==> src/lzss_pkg.sv <==
// Shared constants and controller/datapath interface types for the LZSS decompressor.
package lzss_pkg;

  localparam int WIN_DEPTH      = 4096;
  localparam int WIN_AW         = 12;
  localparam int BYTE_W         = 8;
  localparam int LEN_W          = 24;
  localparam int FLAG_CNT_W     = 4;
  localparam int BREAK_EVEN_DEF = 1;

  typedef struct packed {
    logic lit_put;      // commit the input byte as a literal
    logic empty_put;    // post a data-less truncation word
    logic tok_hi_load;  // capture first token byte
    logic copy_start;   // load copy run from second token byte
    logic copy_step;    // advance the copy run
  } cmd_t;

  typedef struct packed {
    logic adv;          // output register can take a word this cycle
    logic len_reached;  // produced count at or past output length
    logic copy_last;    // last byte of the copy run commits this cycle
    logic done_now;     // final expected byte commits this cycle
  } sts_t;

endpackage

==> src/lzss_ctrl.sv <==
// Parse controller: flag byte tracking and item sequencing for the LZSS decompressor.
module lzss_ctrl (
  input  logic                         clk,
  input  logic                         rst_n,
  input  logic                         in_valid,
  output logic                         in_ready,
  input  logic [lzss_pkg::BYTE_W-1:0]  in_comp_byte,
  input  logic                         in_end_of_input,
  input  lzss_pkg::sts_t               sts,
  output lzss_pkg::cmd_t               cmd
);

  typedef enum logic [1:0] {
    ST_FLAG,
    ST_ITEM,
    ST_LOW,
    ST_COPY
  } state_t;

  state_t                            state_r, state_nxt;
  logic [lzss_pkg::BYTE_W-1:0]       flag_bits_r, flag_bits_nxt;
  logic [lzss_pkg::FLAG_CNT_W-1:0]   flag_left_r, flag_left_nxt;
  logic                              finished_r, finished_nxt;
  logic                              acc;
  logic                              work;

  assign in_ready = sts.adv && (state_r != ST_COPY);
  assign acc      = in_valid && in_ready;
  // drop bytes once the stream is complete or truncated
  assign work     = acc && !finished_r && !sts.len_reached;

  always_comb begin
    state_nxt     = state_r;
    flag_bits_nxt = flag_bits_r;
    flag_left_nxt = flag_left_r;
    cmd           = '0;
    unique case (state_r)
      ST_FLAG: begin
        if (work) begin
          flag_bits_nxt = in_comp_byte;
          flag_left_nxt = lzss_pkg::FLAG_CNT_W'(lzss_pkg::BYTE_W);
          state_nxt     = ST_ITEM;
          cmd.empty_put = in_end_of_input;
        end
      end
      ST_ITEM: begin
        if (work) begin
          flag_bits_nxt = flag_bits_r >> 1;
          flag_left_nxt = flag_left_r - lzss_pkg::FLAG_CNT_W'(1);
          if (flag_bits_r[0]) begin
            cmd.lit_put = 1'b1;
            state_nxt   = (flag_left_nxt != '0) ? ST_ITEM : ST_FLAG;
          end else begin
            cmd.tok_hi_load = 1'b1;
            cmd.empty_put   = in_end_of_input;
            state_nxt       = ST_LOW;
          end
        end
      end
      ST_LOW: begin
        if (work) begin
          cmd.copy_start = 1'b1;
          state_nxt      = ST_COPY;
        end
      end
      ST_COPY: begin
        cmd.copy_step = 1'b1;
        if (sts.copy_last) begin
          state_nxt = (flag_left_r != '0) ? ST_ITEM : ST_FLAG;
        end
      end
      default: state_nxt = ST_FLAG;
    endcase
  end

  assign finished_nxt = finished_r || (work && in_end_of_input) || sts.done_now;

  always_ff @(posedge clk) begin
    if (!rst_n) begin
      state_r     <= ST_FLAG;
      flag_bits_r <= '0;
      flag_left_r <= '0;
      finished_r  <= 1'b0;
    end else begin
      state_r     <= state_nxt;
      flag_bits_r <= flag_bits_nxt;
      flag_left_r <= flag_left_nxt;
      finished_r  <= finished_nxt;
    end
  end

  a_copy_holds_input: assert property (@(posedge clk) disable iff (!rst_n)
    (state_r == ST_COPY) |-> !in_ready)
    else $error("input taken during copy run");

  a_start_enters_copy: assert property (@(posedge clk) disable iff (!rst_n)
    cmd.copy_start |=> (state_r == ST_COPY))
    else $error("copy start did not enter copy state");

  a_finished_sticks: assert property (@(posedge clk) disable iff (!rst_n)
    finished_r |=> finished_r)
    else $error("finished flag cleared without reset");

endmodule

==> config.mk <==
export PLATFORM = sky130hd
export DESIGN_NAME = lzss_ctrl
export DESIGN_NICKNAME = d
export VERILOG_FILES = /design/src/lzss_pkg.sv /design/src/lzss_ctrl.sv
export SDC_FILE = /design/constraint.sdc
export NUM_CORES = 1
export LEC_CHECK = 0
export BUFFER_PORTS_ARGS = -buffer_cell sky130_fd_sc_hd__buf_2
export CORE_MARGIN = 2
export CORE_UTILIZATION = 43
export DETAILED_ROUTE_END_ITERATION = 10
export PLACE_DENSITY = 0.77
export SYNTH_ARGS = -nofsm -noshare
export SYNTH_HDL_FRONTEND = slang
export SYNTH_SLANG_ARGS = --single-unit
==> constraint.sdc <==
create_clock -name clk -period 2.7 [get_ports clk]
set_clock_uncertainty 0.05 [all_clocks]
set_input_delay 0.405 -clock clk [delete_from_list [all_inputs] [get_ports clk]]
set_output_delay 0.405 -clock clk [all_outputs]
set_load 0.05 [all_outputs]
After elaboration in Yosys (flattened, before gate mapping)
Cells that the tools add are included.
{ "classes": {"eq_ne": 8, "order_cmp": 0, "reduce_logical": 15, "n_addsub": 1, "bitwise_logic": 0, "n_div": 0, "n_mul": 0, "shifts": 0, "muxes": 24} }
{ "ops": {"columns": ["cell", "count"], "rows": [
  ["8-bit 2-to-1 mux", 2],
  ["8-bit one-hot mux with 2 select lines", 1],
  ["2-bit 2-to-1 mux", 6],
  ["2-bit inequality test (second input constant)", 5],
  ["1-bit 2-to-1 mux", 9],
  ["4-bit 2-to-1 mux", 2],
  ["2-bit one-hot mux with 4 select lines", 1],
  ["4-bit one-hot mux with 2 select lines", 1],
  ["4-bit nonzero test", 2],
  ["1-bit logical AND", 5],
  ["2-bit == test (second input constant)", 2],
  ["4-bit AND reduction", 1],
  ["4-bit by 1-bit subtractor with 4-bit output (second input constant)", 1],
  ["3-bit 2-to-1 mux", 1],
  ["3-bit AND reduction", 1],
  ["2-bit by 1-bit == test with 1-bit output (second input constant)", 1],
  ["1-bit logical NOT", 2],
  ["2-bit logical NOT", 1],
  ["1-bit logical OR", 2],
  ["1-bit one-hot mux with 2 select lines", 1],
  ["2-bit nonzero test", 1]
]} }
{ "totals": {"wordCells": 52, "latch_bits": 0, "in_bits": 16, "n_memories": 0, "register_bits": 15, "mem_bits_rw": 0, "rom_bits": 0, "output_inout_bits": 6} }

Longest topological paths before layout
Gate-level depths: netlist (run 1).
{ "logic_depth": {"depth_word": 8, "ltp_mapped": 6, "depth_no_buf": 6} }

Least setup slack after synthesis (run 1)
OpenSTA, ideal clock, no wires.
{ "synth_timing": {"path_type": "input port to output port", "start": "input sts[2] (netlist bit)", "end": "output cmd[1] (netlist bit)", "t_arrival_ns": 1.806, "slack_ns": 0.439, "required_time_ns": 2.245, "cell_stages": 2, "path_cell_list": "nand4bb_4 nor3b_1"} }
{ "synth_lines": {"columns": ["element", "line_no", "text"], "rows": [
  ["start, declared", "lzss_ctrl.sv:9", "input lzss_pkg::sts_t sts,"],
  ["end, declared", "lzss_ctrl.sv:10", "output lzss_pkg::cmd_t cmd"]
]} }

==> impl_metrics.py, run 1 <==
metrics = {
    "sta": {
        "final_hold_viol_count": 0,
        "worst_slack_ns": 0.580,
        "maxSlewHeadroom_pct": 68.1,
        "post-route-period-util_pct": 78.5,
        "tightest_slew_ns": 0.479,
        "drv_slew": 0,
        "whs_ns": 0.273,
        "grt_setup_unrepaired": "false",
        "fin_setup_tns_ns": 0,
        "finalSetupViolations": 0,
        "finalCriticalPeriod_ns": 2.12,
        "fmax_mhz": 472,
    },
    "cts": {
        "clockBufferDepth": 2,
        "cts-root-buf": "clkbuf_4",
        "ctsResizeCount": 0,
        "cts_setup_buffers": 0,
        "clk_pin_slew_ns": 0.10,
        "cts_tree": "done",
        "clkLatencyLatePin_ns": 0.29,
        "cts_buffers": 3,
        "hold_buffers": 0,
        "htreeDepth": 1,
        "cts.sinks": 15,
    },
    "route": {
        "dr.first_iter.drc_count": 2,
        "firstDrtPassIters": 4,
        "drc": 0,
        "wl_met1_um": 755,
        "routed-wl-met2_um": 817,
        "antenna_left": 0,
        "num_vias": 733,
        "highest_layer": "met4",
        "via_per_inst": 5.24,
        "wirelength_mm": 1.67,
        "drt-wirelength-per-cell_um": 12.0,
        "wl_met3_um": 96,
    },
    "critical_path": {
        "cp_max_fo": 10,
        "crit_path_start_kind": "register",
        "crit_buf_inv": 1,
        "reg2reg_slack_ns": 1.09,
        "r2r_start": "finished_r$_SDFF_PN0_",
        "slowest_delay_ns": 0.35,
        "worst-setup-path-type": "register to output port",
        "endpoint_kind": "output port",
        "cp_slowest_cell": "nor2_2",
        "cp_cell_sequence": "nand4bb_4 > nor2_2 > and3_1 > buf_2",
        "path_delay_family": "simple AND/OR/NAND/NOR gates",
        "r2r-end": "flag_bits_r[5]$_SDFFE_PN0P_",
        "worstPathArrival_ns": 1.66,
        "ff2ff_path_depth": 5,
        "worstPathRequired_ns": 2.25,
    },
    "floorplan": {
        "io_pins": 22,
        "die_w_um": 47.6,
        "die-area_um2": 2260,
        "die_h_um": 47.6,
        "initial_core_util_pct": 46.2,
        "core_area_um2": 1760,
        "std_cell_rows": 15,
    },
    "place": {
        "dp_hpwl_mm": 1.25,
        "port_buffers": 21,
        "dp.cells": 136,
        "place_ws_ns": 0.660,
        "routabilityCongestion": 0.734,
    },
    "cells_and_area": {
        "fin_cells": 140,
        "mostFrequentLayoutCells": "buf_2 (21), dfxtp_1 (15), nor2_1 (10), mux2i_1 (7), a211oi_1 (7)",
        "n_fill_cell": 192,
        "drive_above_1_share_pct": 27.0,
        "layout_commonest_cell": "buf_2",
        "insertedDiodeCount": 0,
        "area_growth_pct": 17.8,
        "final_nets": 134,
    },
    "yosys": {
        "syn_nets": 111,
        "yosys.area.top_type_share_pct": 36.8,
        "yosysWarnings": 0,
        "ys_ff_latch": 15,
        "yosysTopAreaCell": "dfxtp_1",
        "synth_cell_types": 32,
        "synthesis.area_um2": 816,
        "syn_avg_cell_area_um2": 8.77,
        "seq_area_frac_synth_pct": 36.8,
        "synthCells": 93,
        "synth_area_leaders": "dfxtp_1 (37%), mux2i_1 (8.6%), a211oi_1 (6.4%), nor2_1 (4.6%), a21oi_1 (3.7%)",
    },
    "global_routing": {
        "grt_overflow": 0,
        "grt_use_total_pct": 16.1,
        "grt_antenna_before_repair": 0,
        "grt_max_degree": 16,
        "grt_pass1_wl_mm": 2.58,
        "grt_pass1_vias": 613,
    },
    "power_and_ir_drop": {
        "p_per_area_nw_per_um2": 440,
        "ir_drop_v": 0.000273,
        "leakage_nw": 0.432,
    },
    "min_path": {
        "min_delay_path_depth": 3,
        "hold_class": "input port to register",
        "hp-start": "sts[0]",
        "hold_end": "finished_r$_SDFF_PN0_",
    },
    "run": {
        "drv_cap": 0,
    },
    "outcome": {
        "outcome": "complete, no violations",
    },
}
[synthesized netlist by cell type]
library cell,number
and3_1,2
buf_4,2
buf_6,1
nor3b_1,1
nand3_1,3
inv_1,4
a211oi_1,7
ha_1,2
nand2b_1,2
nand3b_1,2
o31ai_1,1
dfxtp_1,15
and4bb_1,1
a21oi_1,6
clkbuf_1,2
nor3_2,1
nor2_1,10
a311oi_1,2
nand4b_1,1
or3_1,1
o21ai_0,3
nand4_1,2
a31oi_1,1
nand2_1,6
o21ai_1,1
nor4b_1,1
nor2_2,1
nor2b_1,2
inv_2,1
nand4bb_4,1
and2_1,1
mux2i_1,7
[registers in the layout (all words and copies together) (netlist names), named ones only]
| signal | count |
|---|---|
| flag_left_r | 4 |
| flag_bits_r | 8 |
| finished_r | 1 |
| state_r | 1 |
[final cells by class]
cell class                      count  area (um2)  area share, %
Tap cell                           25        31.3           3.26
Multi-Input combinational cell     68         463           48.2
Clock buffer                        3        22.5           2.34
Sequential cell                    15         300           31.2
Inverter                            5        18.8           1.95
Clock inverter                      1        5.00          0.521
Timing Repair Buffer               23         120           12.5
[stage by stage]
stage / area, um2 / util (%) / power (mW)
after global placement: 933 / 52.9 / 0.296
after detailed placement: 933 / 52.9 / 0.298
after global routing: 961 / 54.5 / 0.443
after floorplan: 816 / - / 0.279
after CTS: 961 / 54.5 / 0.429
final: 961 / 54.5 / 0.423
[report_power, final]
part / internal (mW) / switching (mW)
logic: 0.0267 / 0.0289
registers: 0.229 / 0.00808
clock network: 0.0550 / 0.0752
total: 0.311 / 0.112
[worst register-to-register path, stage by stage, from the launching register on]
cell       delay (ns)
dfxtp_1          0.34
nand4bb_4        0.22
nor2_2           0.35
buf_4            0.26
nor2_1           0.06
a211oi_1         0.24
[worst max path at each step]
stage | startpoint | to | slack [ns] | cells after the start
2_1_floorplan | sts[2] | cmd[1] | 0.44 | 2
3_3_place_gp | sts[2] | cmd[3] | 0.73 | 5
3_5_place_dp | sts[2] | cmd[3] | 0.66 | 5
4_1_cts | finished_r$_SDFF_PN0_ | cmd[3] | 0.56 | 4
5_1_grt | finished_r$_SDFF_PN0_ | cmd[4] | 0.47 | 4
6_report | finished_r$_SDFF_PN0_ | cmd[3] | 0.58 | 4
[logic make-up (layout without fill, tap and decap cells)]
kind of cell             count (synthesis)  count (layout)  synth area share [%]
multiplexers                             7               7                  8.59
buffers and inverters                   10              32                  6.44
AO/OA/AOI/OAI                           21              21                  16.4
adder cells (fa/ha/maj)                  2               2                  3.07
AND/OR/NAND/NOR                         38              38                  28.7
flip-flops                              15              15                  36.8
[metal layers]
layer | track usage [%] | vias up
met2 | 28.4 | 18
met5 | 0 | -
met1 | 18.9 | 333
met3 | 5.66 | 2
li1 | - | 380
met4 | 3.24 | 0
(Power assumes the default switching activity.)
==> inputs of run 2 (changes only) <==
- PLACE_DENSITY: 0.77 -> 0.8
- clock period: 2.7 -> 1.7 ns (I/O delays scaled with it)
==> impl_metrics.py, run 2 (synthesis gave the netlist of run 1 again) <==
metrics = {
    "min_path": {
        "hp-start": "sts[0]",
        "hold_end": "finished_r$_SDFF_PN0_",
        "hold_class": "input port to register",
        "min_delay_path_depth": 3,
    },
    "cells_and_area": {
        "insertedDiodeCount": 0,
        "utilization_pct": 56.7,
        "top_register": "flag_bits_r",
        "mostFrequentLayoutCells": "buf_2 (18), dfxtp_1 (15), nor2_1 (10), mux2i_1 (7), a211oi_1 (7)",
        "final_nets": 136,
        "n_fill_cell": 194,
        "layout_commonest_cell": "buf_2",
        "fin_cells": 142,
        "largest_register_ffs": 8,
        "reg_top3": "flag_bits_r: 8 flops, flag_left_r: 4 flops",
        "drive_above_1_share_pct": 29.1,
        "stdcell_area_um2": 1000,
        "area_growth_pct": 22.7,
    },
    "global_routing": {
        "grt_max_degree": 15,
        "grt_antenna_before_repair": 0,
        "grt_overflow": 0,
        "grt_use_total_pct": 16.4,
        "grt_pass1_vias": 635,
        "grt_pass1_wl_mm": 2.59,
    },
    "floorplan": {
        "die_w_um": 47.6,
        "initial_core_util_pct": 46.2,
        "io_pins": 22,
        "core_area_um2": 1760,
        "die_h_um": 47.6,
        "std_cell_rows": 15,
        "die-area_um2": 2260,
    },
    "place": {
        "dpl_cell_area_um2": 953,
        "dp.cells": 138,
        "place_ws_ns": 0.189,
        "routabilityCongestion": 0.745,
        "dp_hpwl_mm": 1.27,
        "port_buffers": 21,
    },
    "sta": {
        "worst_slack_ns": 0.0633,
        "drv_slew": 0,
        "final_hold_viol_count": 0,
        "post-route-period-util_pct": 96.3,
        "finalCriticalPeriod_ns": 1.64,
        "tightest_slew_ns": 0.459,
        "fmax_mhz": 611,
        "whs_ns": 0.126,
        "fin_setup_tns_ns": 0,
        "maxSlewHeadroom_pct": 69.4,
        "finalSetupViolations": 0,
    },
    "cts": {
        "clockBufferDepth": 2,
        "cts.sinks": 15,
        "clk_pin_slew_ns": 0.09,
        "cts-root-buf": "clkbuf_4",
        "cts_buffers": 3,
        "clkLatencyLatePin_ns": 0.28,
        "cts_tree": "done",
        "htreeDepth": 1,
    },
    "critical_path": {
        "r2r_start": "flag_left_r[0]$_SDFFE_PN0P_",
        "reg2reg_slack_ns": 0.36,
        "worstPathArrival_ns": 1.33,
        "crit_path_start_kind": "register",
        "cp_max_fo": 4,
        "endpoint_kind": "output port",
        "cp_cell_sequence": "nand4bb_4 > nor2_4 > and3_1 > buf_6",
        "worst-setup-path-type": "register to output port",
        "r2r-end": "state_r[0]$_SDFFE_PN0P_",
        "slowest_delay_ns": 0.33,
        "worstPathRequired_ns": 1.39,
        "ff2ff_path_depth": 6,
        "cp_slowest_cell": "dfxtp_1",
    },
    "route": {
        "dr.first_iter.drc_count": 7,
        "drt-wirelength-per-cell_um": 11.9,
        "drc": 0,
        "num_vias": 750,
        "antenna_left": 0,
        "wirelength_mm": 1.69,
        "firstDrtPassIters": 4,
        "via_per_inst": 5.28,
    },
    "power_and_ir_drop": {
        "leakage_nw": 0.445,
        "p_per_area_nw_per_um2": 678,
        "ir_drop_v": 0.000369,
        "power_uw": 678,
    },
    "run": {
        "drv_cap": 0,
    },
    "outcome": {
        "outcome": "complete, no violations",
    },
}
-- run 2: cell types whose count changed in the layout (fill, tap and decap cells not counted), sizes merged --
cell	before	now
buf	23	25
-- run 2: power by group --
part,switching (mW),total (mW),leakage (nW),internal [mW]
clock,0.121,0.209,0.0177,0.0874
combinational,0.0500,0.0956,0.305,0.0457
sequential,0.00999,0.374,0.122,0.364
-- run 2: per-layer routing --
| metal | wire length (um) | vias to the layer above | track usage (%) |
|---|---|---|---|
| met4 | 12 | 0 | 9.73 |
| li1 | - | 386 | - |
| met3 | 74 | 2 | 2.26 |
| met2 | 823 | 16 | 28.1 |
| met1 | 774 | 346 | 19.5 |
| met5 | 0 | - | 0 |
-- run 2: layout make-up --
cell class / count / area (um2) / area share [%]
clock buffers: 3 / 22.5 / 2.25
clock inverters: 1 / 5.00 / 0.500
inverters: 5 / 18.8 / 1.88
multi-input cells: 68 / 473 / 47.3
flip-flops and latches: 15 / 300 / 30.0
well taps: 25 / 31.3 / 3.13
repair buffers: 25 / 150 / 15.0
-- run 2: worst max path at each step --
stage,startpoint,to,slack [ns],cells after the start
detailed placement,sts[2],cmd[3],0.19,5
global placement,sts[2],cmd[3],0.24,5
global route,finished_r$_SDFF_PN0_,cmd[4],-0.006,4
CTS,finished_r$_SDFF_PN0_,cmd[3],-0.000007,4
floorplan,finished_r$_SDFF_PN0_,cmd[4],0.11,4
finish,finished_r$_SDFF_PN0_,cmd[4],0.06,4
-- run 2: timing repair --
| item | in CTS | in global routing |
|---|---|---|
| setup endpoints to repair | 2 | 3 |
| buffers inserted | 0 | 0 |
| resized for setup | 2 | 5 |
| hold endpoints to repair | 0 | 0 |
| hold buffers | 0 | 0 |
-- run 2: worst max-delay path, delay by kind of cell (launching register included) --
family        cells  cell delay, ns
buf+inv           1            0.16
flops             1            0.33
simple gates      3            0.55
